$ cat src/rtl/core/lsb_pkg.sv
package lsb_pkg;

   // Widths of the duty path, sine table and period, and other fixed limits.
   localparam int DUTY_W        = 8;
   localparam int SINE_STEPS    = 256;
   localparam int SINE_BITS     = 8;
   localparam int PERIOD_W      = 16;
   localparam int RATE_LIMIT_MS = 15;
   localparam int MIN_PERIOD_MS = 200;
   localparam int QUEUE_DEPTH   = 2;
   localparam int CSR_INDEX_W   = 2;
   localparam int CSR_DATA_W    = 16;

   // Fixed-point constants used while building the sine table.
   localparam logic [63:0] HALF_PI_Q30 = 64'd1686629713;
   localparam logic [63:0] ONE_Q30     = 64'd1073741824;

   typedef enum logic [1:0] {
      OP_OFF,
      OP_BRIGHT,
      OP_PULSE,
      OP_TICK
   } op_type;

   typedef enum logic [1:0] {
      MODE_OFF,
      MODE_BRIGHT,
      MODE_PULSE
   } mode_type;

   typedef enum logic [1:0] {
      CSR_BRIGHT_LEVEL,
      CSR_PULSE_LOW,
      CSR_PULSE_HIGH,
      CSR_PERIOD_MS
   } csr_index_type;

   typedef enum logic [2:0] {
      BACK_IDLE,
      BACK_DIVIDE,
      BACK_LOOKUP,
      BACK_SCALE,
      BACK_FINISH
   } back_state_type;

   // Configuration registers as seen by the front and back ends.
   typedef struct packed {
      logic [DUTY_W-1:0]   bright_level;
      logic [DUTY_W-1:0]   pulse_low;
      logic [DUTY_W-1:0]   pulse_high;
      logic [PERIOD_W-1:0] period_ms;
   } cfg_type;

   typedef logic [DUTY_W-1:0] sine_rom_type [SINE_STEPS];

   // Builds the normalized sine table, (sin + 1) / 2 in Q0.8. The sine of the
   // first quadrant is evaluated in Q30 with an eight-term Taylor series and
   // mirrored into the other three quadrants.
   function automatic sine_rom_type build_sine_rom();
      sine_rom_type       rom;
      logic [63:0]        p;
      logic [63:0]        q;
      logic [63:0]        r;
      logic [63:0]        u;
      logic [63:0]        x;
      logic [63:0]        x2;
      logic [63:0]        term;
      logic signed [63:0] sum;
      logic [63:0]        s;
      logic [63:0]        half;
      logic [63:0]        mag;
      logic [63:0]        v;
      half = 64'd1 << (DUTY_W - 1);
      for (int i = 0; i < SINE_STEPS; i++) begin
         p = 64'(4 * i);
         q = p / SINE_STEPS;
         r = p % SINE_STEPS;
         u = q[0] ? (64'(SINE_STEPS) - r) : r;
         x = (u * HALF_PI_Q30) / SINE_STEPS;
         x2 = (x * x) >> 30;
         term = x;
         sum = $signed(x);
         term = ((term * x2) >> 30) / 6;
         sum = sum - $signed(term);
         term = ((term * x2) >> 30) / 20;
         sum = sum + $signed(term);
         term = ((term * x2) >> 30) / 42;
         sum = sum - $signed(term);
         term = ((term * x2) >> 30) / 72;
         sum = sum + $signed(term);
         term = ((term * x2) >> 30) / 110;
         sum = sum - $signed(term);
         term = ((term * x2) >> 30) / 156;
         sum = sum + $signed(term);
         term = ((term * x2) >> 30) / 210;
         sum = sum - $signed(term);
         if (sum < 0) begin
            sum = 64'sd0;
         end
         s = $unsigned(sum);
         mag = (s * half + (ONE_Q30 >> 1)) >> 30;
         if (mag > half) begin
            mag = half;
         end
         if (q >= 64'd2) begin
            v = half - mag;
         end else begin
            v = half + mag;
         end
         if (v > 64'((1 << DUTY_W) - 1)) begin
            v = 64'((1 << DUTY_W) - 1);
         end
         rom[i] = v[DUTY_W-1:0];
      end
      return rom;
   endfunction

   localparam sine_rom_type SINE_ROM = build_sine_rom();

endpackage

$ cat src/rtl/core/led_sine_breathing_pwm.sv
// Sine breathing LED duty generator. Each request word carries an operation
// (off, bright, start pulse, tick) and a millisecond timestamp. Off and bright
// put one duty word on the response port, through the queue and the response
// register; start pulse answers with nothing; a tick in breathing mode that is
// the first since start pulse or at least 15 ms after the last update answers
// with a duty taken from a 256-entry normalized sine table and scaled between
// the low and high pulse levels. A request is taken whenever the two-entry
// queue between the classifier and the datapath has room. A breathing update
// leaves the queue, passes the bit-serial divider that forms the period
// remainder and the table index, then the table read, the scaling multiply and
// the output register. The result register lets the next queued tick start
// while a duty waits to be taken. Configuration writes take effect at once and
// are meant for idle time.
module led_sine_breathing_pwm
   import lsb_pkg::*;
#(
   parameter int TIME_BITS = 32
) (
   input  logic                   clock,
   input  logic                   reset,
   input  logic                   req_valid,
   output logic                   req_ready,
   input  logic [1:0]             req_op,
   input  logic [TIME_BITS-1:0]   req_now_ms,
   output logic                   rsp_valid,
   input  logic                   rsp_ready,
   output logic [DUTY_W-1:0]      rsp_duty,
   input  logic                   csr_write_en,
   input  logic [CSR_INDEX_W-1:0] csr_index,
   input  logic [CSR_DATA_W-1:0]  csr_wdata
);

   cfg_type              cfg_ff;
   cfg_type              cfg_in;
   logic                 push_en;
   logic [TIME_BITS:0]   push_data;
   logic                 queue_full;
   logic                 pop_en;
   logic [TIME_BITS:0]   pop_data;
   logic                 queue_empty;

   // Configuration register writes.
   always_comb begin
      cfg_in = cfg_ff;
      if (csr_write_en) begin
         case (csr_index_type'(csr_index))
            CSR_BRIGHT_LEVEL: cfg_in.bright_level = csr_wdata[DUTY_W-1:0];
            CSR_PULSE_LOW:    cfg_in.pulse_low    = csr_wdata[DUTY_W-1:0];
            CSR_PULSE_HIGH:   cfg_in.pulse_high   = csr_wdata[DUTY_W-1:0];
            CSR_PERIOD_MS:    cfg_in.period_ms    = csr_wdata[PERIOD_W-1:0];
            default:          cfg_in = cfg_ff;
         endcase
      end
   end

   always_ff @(posedge clock) begin
      if (reset) begin
         cfg_ff.bright_level <= DUTY_W'(255);
         cfg_ff.pulse_low    <= DUTY_W'(40);
         cfg_ff.pulse_high   <= DUTY_W'(255);
         cfg_ff.period_ms    <= PERIOD_W'(1500);
      end else begin
         cfg_ff <= cfg_in;
      end
   end

   lsb_front #(
      .TIME_BITS (TIME_BITS)
   ) u_front (
      .clock      (clock),
      .reset      (reset),
      .cfg        (cfg_ff),
      .req_valid  (req_valid),
      .req_ready  (req_ready),
      .req_op     (req_op),
      .req_now_ms (req_now_ms),
      .queue_full (queue_full),
      .push_en    (push_en),
      .push_data  (push_data)
   );

   lsb_queue #(
      .WIDTH (TIME_BITS + 1)
   ) u_queue (
      .clock     (clock),
      .reset     (reset),
      .push_en   (push_en),
      .push_data (push_data),
      .full      (queue_full),
      .pop_en    (pop_en),
      .pop_data  (pop_data),
      .empty     (queue_empty)
   );

   lsb_back #(
      .TIME_BITS (TIME_BITS)
   ) u_back (
      .clock       (clock),
      .reset       (reset),
      .cfg         (cfg_ff),
      .queue_empty (queue_empty),
      .pop_data    (pop_data),
      .pop_en      (pop_en),
      .rsp_valid   (rsp_valid),
      .rsp_ready   (rsp_ready),
      .rsp_duty    (rsp_duty)
   );

endmodule

$ cat src/rtl/core/lsb_queue.sv
module lsb_queue
   import lsb_pkg::*;
#(
   parameter int WIDTH = 33
) (
   input  logic             clock,
   input  logic             reset,
   input  logic             push_en,
   input  logic [WIDTH-1:0] push_data,
   output logic             full,
   input  logic             pop_en,
   output logic [WIDTH-1:0] pop_data,
   output logic             empty
);

   localparam int PTR_W   = (QUEUE_DEPTH > 1) ? $clog2(QUEUE_DEPTH) : 1;
   localparam int COUNT_W = $clog2(QUEUE_DEPTH + 1);

   logic [WIDTH-1:0]   entry_ff [QUEUE_DEPTH];
   logic [PTR_W-1:0]   wr_ptr_ff;
   logic [PTR_W-1:0]   wr_ptr_in;
   logic [PTR_W-1:0]   rd_ptr_ff;
   logic [PTR_W-1:0]   rd_ptr_in;
   logic [COUNT_W-1:0] count_ff;
   logic [COUNT_W-1:0] count_in;

   assign full     = (count_ff == COUNT_W'(QUEUE_DEPTH));
   assign empty    = (count_ff == '0);
   assign pop_data = entry_ff[rd_ptr_ff];

   // Pointers wrap at the queue depth; the count follows pushes and pops.
   always_comb begin
      wr_ptr_in = wr_ptr_ff;
      rd_ptr_in = rd_ptr_ff;
      count_in  = count_ff;
      if (push_en) begin
         wr_ptr_in = (wr_ptr_ff == PTR_W'(QUEUE_DEPTH - 1)) ? '0 : wr_ptr_ff + 1'b1;
      end
      if (pop_en) begin
         rd_ptr_in = (rd_ptr_ff == PTR_W'(QUEUE_DEPTH - 1)) ? '0 : rd_ptr_ff + 1'b1;
      end
      if (push_en && !pop_en) begin
         count_in = count_ff + 1'b1;
      end else if (pop_en && !push_en) begin
         count_in = count_ff - 1'b1;
      end
   end

   always_ff @(posedge clock) begin
      if (reset) begin
         wr_ptr_ff <= '0;
         rd_ptr_ff <= '0;
         count_ff  <= '0;
      end else begin
         wr_ptr_ff <= wr_ptr_in;
         rd_ptr_ff <= rd_ptr_in;
         count_ff  <= count_in;
      end
   end

   // Entry storage needs no reset.
   always_ff @(posedge clock) begin
      if (push_en) begin
         entry_ff[wr_ptr_ff] <= push_data;
      end
   end

   a_no_overflow: assert property (@(posedge clock) disable iff (reset)
      !(push_en && full && !pop_en))
      else $error("queue pushed while full");

   a_no_underflow: assert property (@(posedge clock) disable iff (reset)
      !(pop_en && empty))
      else $error("queue popped while empty");

   a_count_bound: assert property (@(posedge clock) disable iff (reset)
      push_en && !pop_en |=> count_ff == $past(count_ff) + 1'b1)
      else $error("queue count did not follow a push");

endmodule

$ cat src/rtl/core/lsb_front.sv
module lsb_front
   import lsb_pkg::*;
#(
   parameter int TIME_BITS = 32
) (
   input  logic                 clock,
   input  logic                 reset,
   input  cfg_type              cfg,
   input  logic                 req_valid,
   output logic                 req_ready,
   input  logic [1:0]           req_op,
   input  logic [TIME_BITS-1:0] req_now_ms,
   input  logic                 queue_full,
   output logic                 push_en,
   output logic [TIME_BITS:0]   push_data
);

   mode_type             mode_ff;
   mode_type             mode_in;
   logic [TIME_BITS-1:0] last_ff;
   logic [TIME_BITS-1:0] last_in;
   logic                 fire;
   op_type               op;
   logic [TIME_BITS-1:0] elapsed;
   logic                 tick_due;

   assign req_ready = !queue_full;
   assign fire      = req_valid && req_ready;
   assign op        = op_type'(req_op);

   // A tick is due when no update has been stored yet or the last one is old enough.
   assign elapsed  = req_now_ms - last_ff;
   assign tick_due = (last_ff == '0) || (elapsed >= TIME_BITS'(RATE_LIMIT_MS));

   // Classify each word: steady levels go out as a duty, due ticks go to the back end.
   always_comb begin
      mode_in   = mode_ff;
      last_in   = last_ff;
      push_en   = 1'b0;
      push_data = '0;
      if (fire) begin
         case (op)
            OP_OFF: begin
               mode_in = MODE_OFF;
               push_en = 1'b1;
            end
            OP_BRIGHT: begin
               mode_in                   = MODE_BRIGHT;
               push_en                   = 1'b1;
               push_data[TIME_BITS-1:0]  = TIME_BITS'(cfg.bright_level);
            end
            OP_PULSE: begin
               mode_in = MODE_PULSE;
               last_in = '0;
            end
            OP_TICK: begin
               if ((mode_ff == MODE_PULSE) && tick_due) begin
                  last_in                  = req_now_ms;
                  push_en                  = 1'b1;
                  push_data[TIME_BITS]     = 1'b1;
                  push_data[TIME_BITS-1:0] = req_now_ms;
               end
            end
            default: begin
               mode_in = mode_ff;
            end
         endcase
      end
   end

   always_ff @(posedge clock) begin
      if (reset) begin
         mode_ff <= MODE_OFF;
         last_ff <= '0;
      end else begin
         mode_ff <= mode_in;
         last_ff <= last_in;
      end
   end

   a_tick_updates_time: assert property (@(posedge clock) disable iff (reset)
      push_en && push_data[TIME_BITS] |=> last_ff == $past(req_now_ms))
      else $error("dispatched tick did not record its time");

endmodule

$ cat src/rtl/core/lsb_back.sv
module lsb_back
   import lsb_pkg::*;
#(
   parameter int TIME_BITS = 32
) (
   input  logic               clock,
   input  logic               reset,
   input  cfg_type            cfg,
   input  logic               queue_empty,
   input  logic [TIME_BITS:0] pop_data,
   output logic               pop_en,
   output logic               rsp_valid,
   input  logic               rsp_ready,
   output logic [DUTY_W-1:0]  rsp_duty
);

   localparam int STEPS   = TIME_BITS + SINE_BITS;
   localparam int COUNT_W = $clog2(STEPS);

   back_state_type         state_ff;
   back_state_type         state_in;
   logic [COUNT_W-1:0]     count_ff;
   logic [COUNT_W-1:0]     count_in;
   logic [PERIOD_W-1:0]    rem_ff;
   logic [PERIOD_W-1:0]    rem_in;
   logic [TIME_BITS-1:0]   dividend_ff;
   logic [TIME_BITS-1:0]   dividend_in;
   logic [SINE_BITS-1:0]   idx_ff;
   logic [SINE_BITS-1:0]   idx_in;
   logic [DUTY_W-1:0]      norm_ff;
   logic [DUTY_W-1:0]      norm_in;
   logic [2*DUTY_W-1:0]    prod_ff;
   logic [2*DUTY_W-1:0]    prod_in;
   logic                   rsp_valid_ff;
   logic                   rsp_valid_in;
   logic [DUTY_W-1:0]      rsp_duty_ff;
   logic [DUTY_W-1:0]      rsp_duty_in;

   logic                   slot_free;
   logic                   is_tick;
   logic [PERIOD_W-1:0]    per;
   logic [DUTY_W-1:0]      lo;
   logic [DUTY_W-1:0]      hi;
   logic [DUTY_W-1:0]      span;
   logic [PERIOD_W:0]      shifted;
   logic                   ge;

   assign rsp_valid = rsp_valid_ff;
   assign rsp_duty  = rsp_duty_ff;
   assign slot_free = !rsp_valid_ff || rsp_ready;
   assign is_tick   = pop_data[TIME_BITS];

   // Clamped period and ordered breathing levels.
   assign per  = (cfg.period_ms < PERIOD_W'(MIN_PERIOD_MS)) ? PERIOD_W'(MIN_PERIOD_MS)
                                                            : cfg.period_ms;
   assign lo   = (cfg.pulse_low > cfg.pulse_high) ? cfg.pulse_high : cfg.pulse_low;
   assign hi   = (cfg.pulse_low > cfg.pulse_high) ? cfg.pulse_low : cfg.pulse_high;
   assign span = hi - lo;

   // One restoring step: the time bits come first, then zeros for the table index.
   assign shifted = {rem_ff, dividend_ff[TIME_BITS-1]};
   assign ge      = (shifted >= {1'b0, per});

   // Next state.
   always_comb begin
      state_in = state_ff;
      case (state_ff)
         BACK_IDLE: begin
            if (!queue_empty && is_tick) begin
               state_in = BACK_DIVIDE;
            end
         end
         BACK_DIVIDE: begin
            if (count_ff == COUNT_W'(STEPS - 1)) begin
               state_in = BACK_LOOKUP;
            end
         end
         BACK_LOOKUP: state_in = BACK_SCALE;
         BACK_SCALE:  state_in = BACK_FINISH;
         BACK_FINISH: begin
            if (slot_free) begin
               state_in = BACK_IDLE;
            end
         end
         default: state_in = BACK_IDLE;
      endcase
   end

   // Datapath and outputs.
   always_comb begin
      pop_en       = 1'b0;
      count_in     = count_ff;
      rem_in       = rem_ff;
      dividend_in  = dividend_ff;
      idx_in       = idx_ff;
      norm_in      = norm_ff;
      prod_in      = prod_ff;
      rsp_valid_in = rsp_valid_ff && !rsp_ready;
      rsp_duty_in  = rsp_duty_ff;
      case (state_ff)
         BACK_IDLE: begin
            if (!queue_empty && is_tick) begin
               pop_en      = 1'b1;
               dividend_in = pop_data[TIME_BITS-1:0];
               rem_in      = '0;
               count_in    = '0;
               idx_in      = '0;
            end else if (!queue_empty && slot_free) begin
               pop_en       = 1'b1;
               rsp_valid_in = 1'b1;
               rsp_duty_in  = pop_data[DUTY_W-1:0];
            end
         end
         BACK_DIVIDE: begin
            rem_in      = ge ? PERIOD_W'(shifted - {1'b0, per}) : shifted[PERIOD_W-1:0];
            dividend_in = {dividend_ff[TIME_BITS-2:0], 1'b0};
            idx_in      = {idx_ff[SINE_BITS-2:0], ge};
            count_in    = count_ff + 1'b1;
         end
         BACK_LOOKUP: begin
            norm_in = SINE_ROM[idx_ff];
         end
         BACK_SCALE: begin
            prod_in = norm_ff * span;
         end
         BACK_FINISH: begin
            if (slot_free) begin
               rsp_valid_in = 1'b1;
               rsp_duty_in  = lo + prod_ff[2*DUTY_W-1:DUTY_W];
            end
         end
         default: begin
            pop_en = 1'b0;
         end
      endcase
   end

   always_ff @(posedge clock) begin
      if (reset) begin
         state_ff     <= BACK_IDLE;
         rsp_valid_ff <= 1'b0;
      end else begin
         state_ff     <= state_in;
         rsp_valid_ff <= rsp_valid_in;
      end
   end

   // Datapath registers need no reset.
   always_ff @(posedge clock) begin
      count_ff    <= count_in;
      rem_ff      <= rem_in;
      dividend_ff <= dividend_in;
      idx_ff      <= idx_in;
      norm_ff     <= norm_in;
      prod_ff     <= prod_in;
      rsp_duty_ff <= rsp_duty_in;
   end

   a_rem_below_period: assert property (@(posedge clock) disable iff (reset)
      state_ff == BACK_LOOKUP |-> rem_ff < per)
      else $error("division remainder not below the period");

   a_duty_in_range: assert property (@(posedge clock) disable iff (reset)
      state_ff == BACK_FINISH && slot_free |=>
         rsp_valid_ff && rsp_duty_ff >= lo && rsp_duty_ff <= hi)
      else $error("breathing duty outside the pulse levels");

endmodule

$ cat config.mk
export PLATFORM = sky130hd
export DESIGN_NAME = led_sine_breathing_pwm
export DESIGN_NICKNAME = d
export VERILOG_FILES = /design/src/rtl/core/lsb_pkg.sv /design/src/rtl/core/led_sine_breathing_pwm.sv /design/src/rtl/core/lsb_queue.sv /design/src/rtl/core/lsb_front.sv /design/src/rtl/core/lsb_back.sv
export SDC_FILE = /design/constraint.sdc
export NUM_CORES = 1
export LEC_CHECK = 0
export BUFFER_PORTS_ARGS = -buffer_cell sky130_fd_sc_hd__buf_2
export CAP_MARGIN = 25
export CORE_UTILIZATION = 30
export CTS_BUF_LIST = sky130_fd_sc_hd__clkbuf_8 sky130_fd_sc_hd__clkbuf_16
export CTS_CLUSTER_SIZE = 12
export DETAILED_ROUTE_END_ITERATION = 6
export HOLD_SLACK_MARGIN = 0.1
export PLACE_DENSITY = 0.43
export SKIP_CTS_REPAIR_TIMING = 1
export SLEW_MARGIN = 25
export SYNTH_ARGS = -nofsm -noshare
export SYNTH_HDL_FRONTEND = slang
export SYNTH_SLANG_ARGS = --single-unit
$ cat constraint.sdc
create_clock -name clock -period 10.3 [get_ports clock]
set_input_delay 3.09 -clock clock [delete_from_list [all_inputs] [get_ports clock]]
set_output_delay 3.09 -clock clock [all_outputs]
set_load 0.005 [all_outputs]
==> summary.txt, run 1 <==
Outcome
  – Run status: finished, final reports clean

Final layout
  – Ant. Diodes: 0
  – Util after Layout: 33.95%
  – Nets: 2067
  – Filler instances: 5589
  – Share of layout cells above drive strength 1: 8.196%
  – Area grow syn2layout: 11.00%

STA
  – Slew Limit Headroom: 38.20%
  – Least-Margin Pin Slew: 0.9260 ns
  – Setup-failing EPs final: 0
  – RSZ-0062 raised after global routing: no
  – Achievable Freq: 0.1287 GHz
  – Post-Route Skew: 0.02488 ns
  – Final slew viol count: 0
  – Fin crit period: 7.769 ns
  – Post-route setup TNS: 0 ns
  – Hold Fails Final Rpt: 0
  – Tcrit/Tclk final: 75.43%

Logic synthesis
  – Mapped cell area: 16560 um2
  – Register area share after synthesis: 37.61%
  – Top cells by count, synth: nand2_1 (217), edfxtp_1 (152), a21oi_1 (148)
  – Cells after Synth: 1843
  – Post-synth ARST share: 0%
  – Post-synth top flop: edfxtp_1
  – Syn nets: 2051
  – Netlist cell types: 87
  – Most common cell in the netlist: nand2_1
  – Area share of the largest cell type after synthesis: 27.57%
  – Post-synth EDFFs: 152
  – Dominant cell type by area after synthesis: edfxtp_1
  – Syn Area/Cell: 8.983 um2
  – Top cells by area, synth: edfxtp_1 (28%), dfxtp_1 (10%), ha_1 (8.5%), nand2_1 (4.9%), fa_1 (4.6%)
  – YS warnings: 0
  – Yosys reg bits: 235

Floorplan
  – # rows: 85
  – I/O pin count: 67
  – Die Wd: 236.9 um
  – Initial Utilization: 30.58%
  – Die Y: 236.9 um
  – Die ar.: 56130 um2
  – Core box area: 54130 um2

Clock network
  – Clock sink total: 235
  – CTS tree: done
  – H-tree Lvls: 1
  – Worst-path clk slew: 0.06 ns
  – Num CTS Buffers: 27
  – Clk_lat worst skew: 0.54 ns
  – Root Driver: clkbuf_16
  – CTS Buffer Depth: 3

Routing
  – DR vias/cell: 5.172
  – Wirelength per Cell: 17.68 um
  – Drt total wl: 45530 um
  – Post-route DRC: 0
  – Vias: 13.32k
  – Pre-antenna DRT Iters: 5
  – Initial drt markers: 906
  – Remaining antenna violation count: 0

Setup path
  – Buf+Inv Stages, Crit Path: 3
  – Crit end category: flop
  – Data arrival, critical path: 8.06 ns
  – CP endpoint: u_back.prod_ff[15]$_DFFE_PP_
  – R2r endpoint: u_back.prod_ff[15]$_DFFE_PP_
  – R2R depth: 29
  – Critical Path Max Stage Delay: 0.54 ns
  – CP startpoint: cfg_ff[17]$_SDFFE_PP1P_
  – Worst path depth: 29
  – Setup crit start kind: flop
  – Critical path fanouts, max: 19
  – CP max-delay cell: fa_1
  – Crit path top cell by count: fa_1
  – Worst flop-to-flop path startpoint: cfg_ff[17]$_SDFFE_PP1P_
  – Reg2Reg Setup Slack: 2.53 ns
  – CP required: 10.59 ns
  – Worst path top cell family by delay: compound AO/OA/AOI/OAI gates
  – WS Path Type: reg2reg

Power and ir drop
  – Lkg Pwr: 7.216 nW
  – VDD IR max: 0.1150 mV
  – Power per cell area: 227.2 nW/um2

Placement
  – Hpwl dp: 32900 um
  – Placer Congestion: 0.8427
  – Port bufs: 66

Hold path
  – Worst Hold Depth: 2
  – Worst hold path class: reg2reg

Run
  – Max-Cap Viols: 0

Global routing
  – GRT Total Usage: 16.18%
  – First-pass GRT wire length: 73030 um
  – Grt total ovfl: 0
  – Initial antenna violation count: 0
  – Vias in the first global route: 12.93k
  – Largest net degree at the start of global routing: 62
-- logic make-up (layout without fill, tap and decap cells) --
kind of cell | Yosys count | after routing | share of synthesized area (%)
DFF | 235 | 235 | 37.61
adders and majority gates | 151 | 151 | 13.13
AOI/OAI and AO/OA | 507 | 507 | 19.97
xor gates and xnor gates | 54 | 54 | 2.857
and+or+nand+nor | 613 | 613 | 17.68
buffers and inverters | 229 | 265 | 5.381
muxes | 54 | 54 | 3.363
-- per-stage QoR --
step                      cells  worst slack [ns]  hold slack (ns)  instance area, um2  total power [mW]
final                      2575             2.531           0.4537               18380             4.175
after global placement     2525             2.593           0.4388               17500             3.301
after global routing       2575             1.913           0.4766               18380             4.529
after CTS                  2575             2.500           0.4536               18370             4.231
after floorplan            1843             2.908           0.4317               16560             2.770
after detailed placement   2526             2.525           0.4448               17530             3.299
-- flip-flops by register name, summed over array words and instances (netlist names), 8 cells and up, named ones only --
register and cells:
cfg_ff 40, u_back.dividend_ff 32, u_back.rsp_duty 8, u_back.idx_ff 8, u_front.last_ff 32, u_back.rem_ff 16
u_queue.entry_ff 66, u_back.norm_ff 8, u_back.prod_ff 8
-- report_power, final --
| part | internal [mW] | total, mW | switching [mW] |
|---|---|---|---|
| Clock | 0.524 | 0.902 | 0.377 |
| Combinational | 0.711 | 1.90 | 1.19 |
| Sequential | 1.27 | 1.37 | 0.101 |
-- worst min path at each step --
stage	startpoint	to	slack [ns]
after floorplan	cfg_ff[0]$_SDFFE_PP0P_	cfg_ff[0]$_SDFFE_PP0P_	0.43
after global placement	cfg_ff[0]$_SDFFE_PP0P_	cfg_ff[0]$_SDFFE_PP0P_	0.44
after CTS	cfg_ff[0]$_SDFFE_PP0P_	cfg_ff[0]$_SDFFE_PP0P_	0.45
after detailed placement	cfg_ff[0]$_SDFFE_PP0P_	cfg_ff[0]$_SDFFE_PP0P_	0.44
final	cfg_ff[0]$_SDFFE_PP0P_	cfg_ff[0]$_SDFFE_PP0P_	0.45
after global routing	cfg_ff[0]$_SDFFE_PP0P_	cfg_ff[0]$_SDFFE_PP0P_	0.48
-- cells in the final DEF, fill, tap and decap left out, types with 15 or more instances in the layout --
cell type	count
a22o_1	25
nor2_1	128
xor2_1	23
edfxtp_1	152
nor3_1	28
nor4_1	15
nand3_1	48
buf_4	15
dfxtp_1	82
ha_1	113
o21bai_1	17
fa_1	38
buf_2	66
o21a_1	16
mux2i_1	50
nand4_1	21
and2_1	82
a21oi_1	147
xnor2_1	31
clkbuf_16	28
inv_1	141
o21ai_0	119
a21o_1	29
a211oi_1	18
o211ai_1	25
nand2_1	216
-- metal layers --
layer / share of wire (%) / GRT usage, % / routed length [um]
met1: 49 / 23.09 / 22300
met2: 46 / 26.35 / 20860
met3: 3.9 / 1.760 / 1755
met4: 1.3 / 3.168 / 614
met5: 0 / 0 / 0
-- cell type report --
type | count | area [um2] | area share, %
clock buffers | 33 | 769.5 | 4.187
clock inverters | 16 | 71.32 | 0.3881
inverters | 134 | 503.0 | 2.737
multi-input cells | 1379 | 9464 | 51.50
flip-flops and latches | 235 | 6227 | 33.89
well taps | 696 | 870.8 | 4.739
repair buffers | 82 | 470.5 | 2.560
-- tightest hold or removal path: cells and delay by family (launching register included) --
kind	cells	cell delay, ns
AO/OA/AOI/OAI	1	0.05
flip-flops	1	0.31
AND/OR/NAND/NOR	1	0.05
Note: power is estimated with default switching activity, not from simulation.
==> inputs of run 2 (changes only) <==
clock period = 7.5 ns   (was 10.3 ns; I/O delays follow)
==> summary.txt, run 2 (synthesis results as in run 1) <==
Outcome
  – Run status: finished, final reports clean

Global routing
  – Largest net degree at the start of global routing: 62 (unchanged)
  – Grt total ovfl: 0 (unchanged)
  – Vias in the first global route: 12.99k (+0.45%)
  – GRT Total Usage: 16.16% (-0.020 points)
  – Initial antenna violation count: 1 (+1)
  – First-pass GRT wire length: 72910 um (-0.16%)

Power and ir drop
  – Power per cell area: 312.0 nW/um2 (+37%)
  – VDD IR max: 0.1518 mV (+32%)
  – Lkg Pwr: 7.240 nW (+0.33%)

STA
  – Setup-failing EPs final: 0 (unchanged)
  – Least-Margin Pin Slew: 0.8378 ns (-0.08824 ns)
  – Slew Limit Headroom: 44.15% (+5.9 points)
  – Final slew viol count: 0 (unchanged)
  – Achievable Freq: 0.1429 GHz (+11%)
  – Post-Route Skew: 0.01054 ns (-0.01434 ns)
  – Post-route setup TNS: 0 ns (unchanged)
  – Fin crit period: 6.998 ns (-0.7714 ns)
  – Setup slack after layout: 0.5022 ns (-2.029 ns)
  – RSZ-0062 raised after global routing: no
  – Hold Fails Final Rpt: 0 (unchanged)
  – Tcrit/Tclk final: 93.30% (+18 points)

Clock network
  – Clk_lat worst skew: 0.55 ns (about the same)
  – H-tree Lvls: 1 (unchanged)
  – CTS tree: done
  – Num CTS Buffers: 27 (unchanged)
  – Root Driver: clkbuf_16
  – CTS Buffer Depth: 3 (unchanged)
  – Clock sink total: 235 (unchanged)
  – Worst-path clk slew: 0.06 ns (about the same)

Floorplan
  – Initial Utilization: 30.58% (unchanged)
  – Die Y: 236.9 um (unchanged)
  – I/O pin count: 67 (unchanged)
  – Core box area: 54130 um2 (unchanged)
  – Die Wd: 236.9 um (unchanged)
  – Die ar.: 56130 um2 (unchanged)
  – # rows: 85 (unchanged)

Run
  – Max-Cap Viols: 0 (unchanged)

Hold path
  – Worst hold path class: reg2reg

Routing
  – Wirelength per Cell: 17.61 um (-0.39%)
  – Remaining antenna violation count: 0 (unchanged)
  – Drt total wl: 45440 um (-0.20%)
  – Vias: 13.25k (-0.50%)
  – Initial drt markers: 880 (-2.9%)
  – Post-route DRC: 0 (unchanged)
  – Pre-antenna DRT Iters: 5 (unchanged)
  – DR vias/cell: 5.136 (-0.70%)

Setup path
  – CP max-delay cell: fa_1
  – CP required: 7.79 ns (-2.80 ns)
  – Setup crit start kind: flop
  – Data arrival, critical path: 7.29 ns (-0.77 ns)
  – Critical path fanouts, max: 8 (-11)
  – Crit end category: flop
  – Critical Path Max Stage Delay: 0.54 ns (about the same)
  – Crit path top cell by count: fa_1
  – WS Path Type: reg2reg

Final layout
  – Share of layout cells above drive strength 1: 9.023% (+0.83 points)
  – Top flop regs: u_queue.entry_ff x66, cfg_ff x40
  – Ant. Diodes: 0 (unchanged)
  – Max FFs per register: 66 (unchanged)
  – Area grow syn2layout: 11.44%
  – Most frequent cells in the layout: nand2_1 (216), edfxtp_1 (152), a21oi_1 (145), inv_1 (137), nor2_1 (128)
  – Nets: 2071 (+0.19%)
  – Reg with most FFs: u_queue.entry_ff
  – Commonest non-fill, non-tap cell in the layout: nand2_1

Placement
  – Hpwl dp: 33100 um (+0.62%)
  – DP Worst Slack: 0.08972 ns (-2.435 ns)
  – Port bufs: 66 (unchanged)
  – Placer Congestion: 0.8407 (-0.24%)
run 2: changes by cell type in the layout (fill, tap and decap cells not counted), moves of 2 or more:
cell	delta
buf_4	+4
clkinv_2	+2
inv_1	-4
a21oi_2	+2
xnor2_2	+2
a21oi_1	-2
inv_4	+2
xnor2_1	-2
run 2: worst max-delay path, delay by kind of cell, from the launching register on:
kind / cells / cell delay, ns
xor+xnor: 1 / 0.08
fa+ha+maj: 7 / 2.88
simple gates: 6 / 0.85
compound gates: 12 / 2.42
flops: 1 / 0.35
buf+inv: 3 / 0.17
run 2: area by class of cell:
class / instances / area [um2]
timing repair buffer: 86 / 500.5
clock inverter: 18 / 90.09
clock buffer: 32 / 744.5
sequential: 235 / 6227
inverter: 134 / 503.0
tap: 696 / 870.8
fill: 5618 / 35680
multi-input combinational: 1379 / 9514
run 2: report_power, final:
group / switching (mW) / total (mW) / internal, mW
clock network: 0.530 / 1.23 / 0.704
logic: 1.65 / 2.65 / 0.996
registers: 0.133 / 1.88 / 1.74
total: 2.31 / 5.76 / 3.44
run 2: per-stage QoR:
stage                     power, mW  utilization, %  cells  cell area [um2]  hold WS [ns]
final                         5.756           34.08   2580            18450        0.4536
after CTS                     5.787           33.97   2579            18390        0.4561
after global routing          6.250           34.08   2580            18450        0.4712
after detailed placement      4.515           32.43   2529            17550        0.4500
after floorplan               3.804               -   1843            16560        0.4317
after global placement        4.514           32.37   2528            17520        0.4390
run 2: metal layers:
| layer | share of wire (%) | track usage (%) | vias up |
|---|---|---|---|
| met5 | 0.029 | 0 | - |
| met4 | 1.4 | 3.109 | 2 |
| met2 | 46 | 26.66 | 225 |
| li1 | - | - | 6652 |
| met1 | 49 | 22.88 | 6329 |
| met3 | 3.4 | 1.644 | 42 |
run 2: worst paths after layout:
| path | start | to | slack, ns | depth (start not counted) |
|---|---|---|---|---|
| max | cfg_ff[17]$_SDFFE_PP1P_ | u_back.prod_ff[15]$_DFFE_PP_ | 0.50 | 29 |
| min | cfg_ff[9]$_SDFFE_PP0P_ | cfg_ff[9]$_SDFFE_PP0P_ | 0.45 | 2 |
| max reg2reg | cfg_ff[17]$_SDFFE_PP1P_ | u_back.prod_ff[15]$_DFFE_PP_ | 0.50 | 29 |
| min reg2reg | cfg_ff[9]$_SDFFE_PP0P_ | cfg_ff[9]$_SDFFE_PP0P_ | 0.45 | 2 |
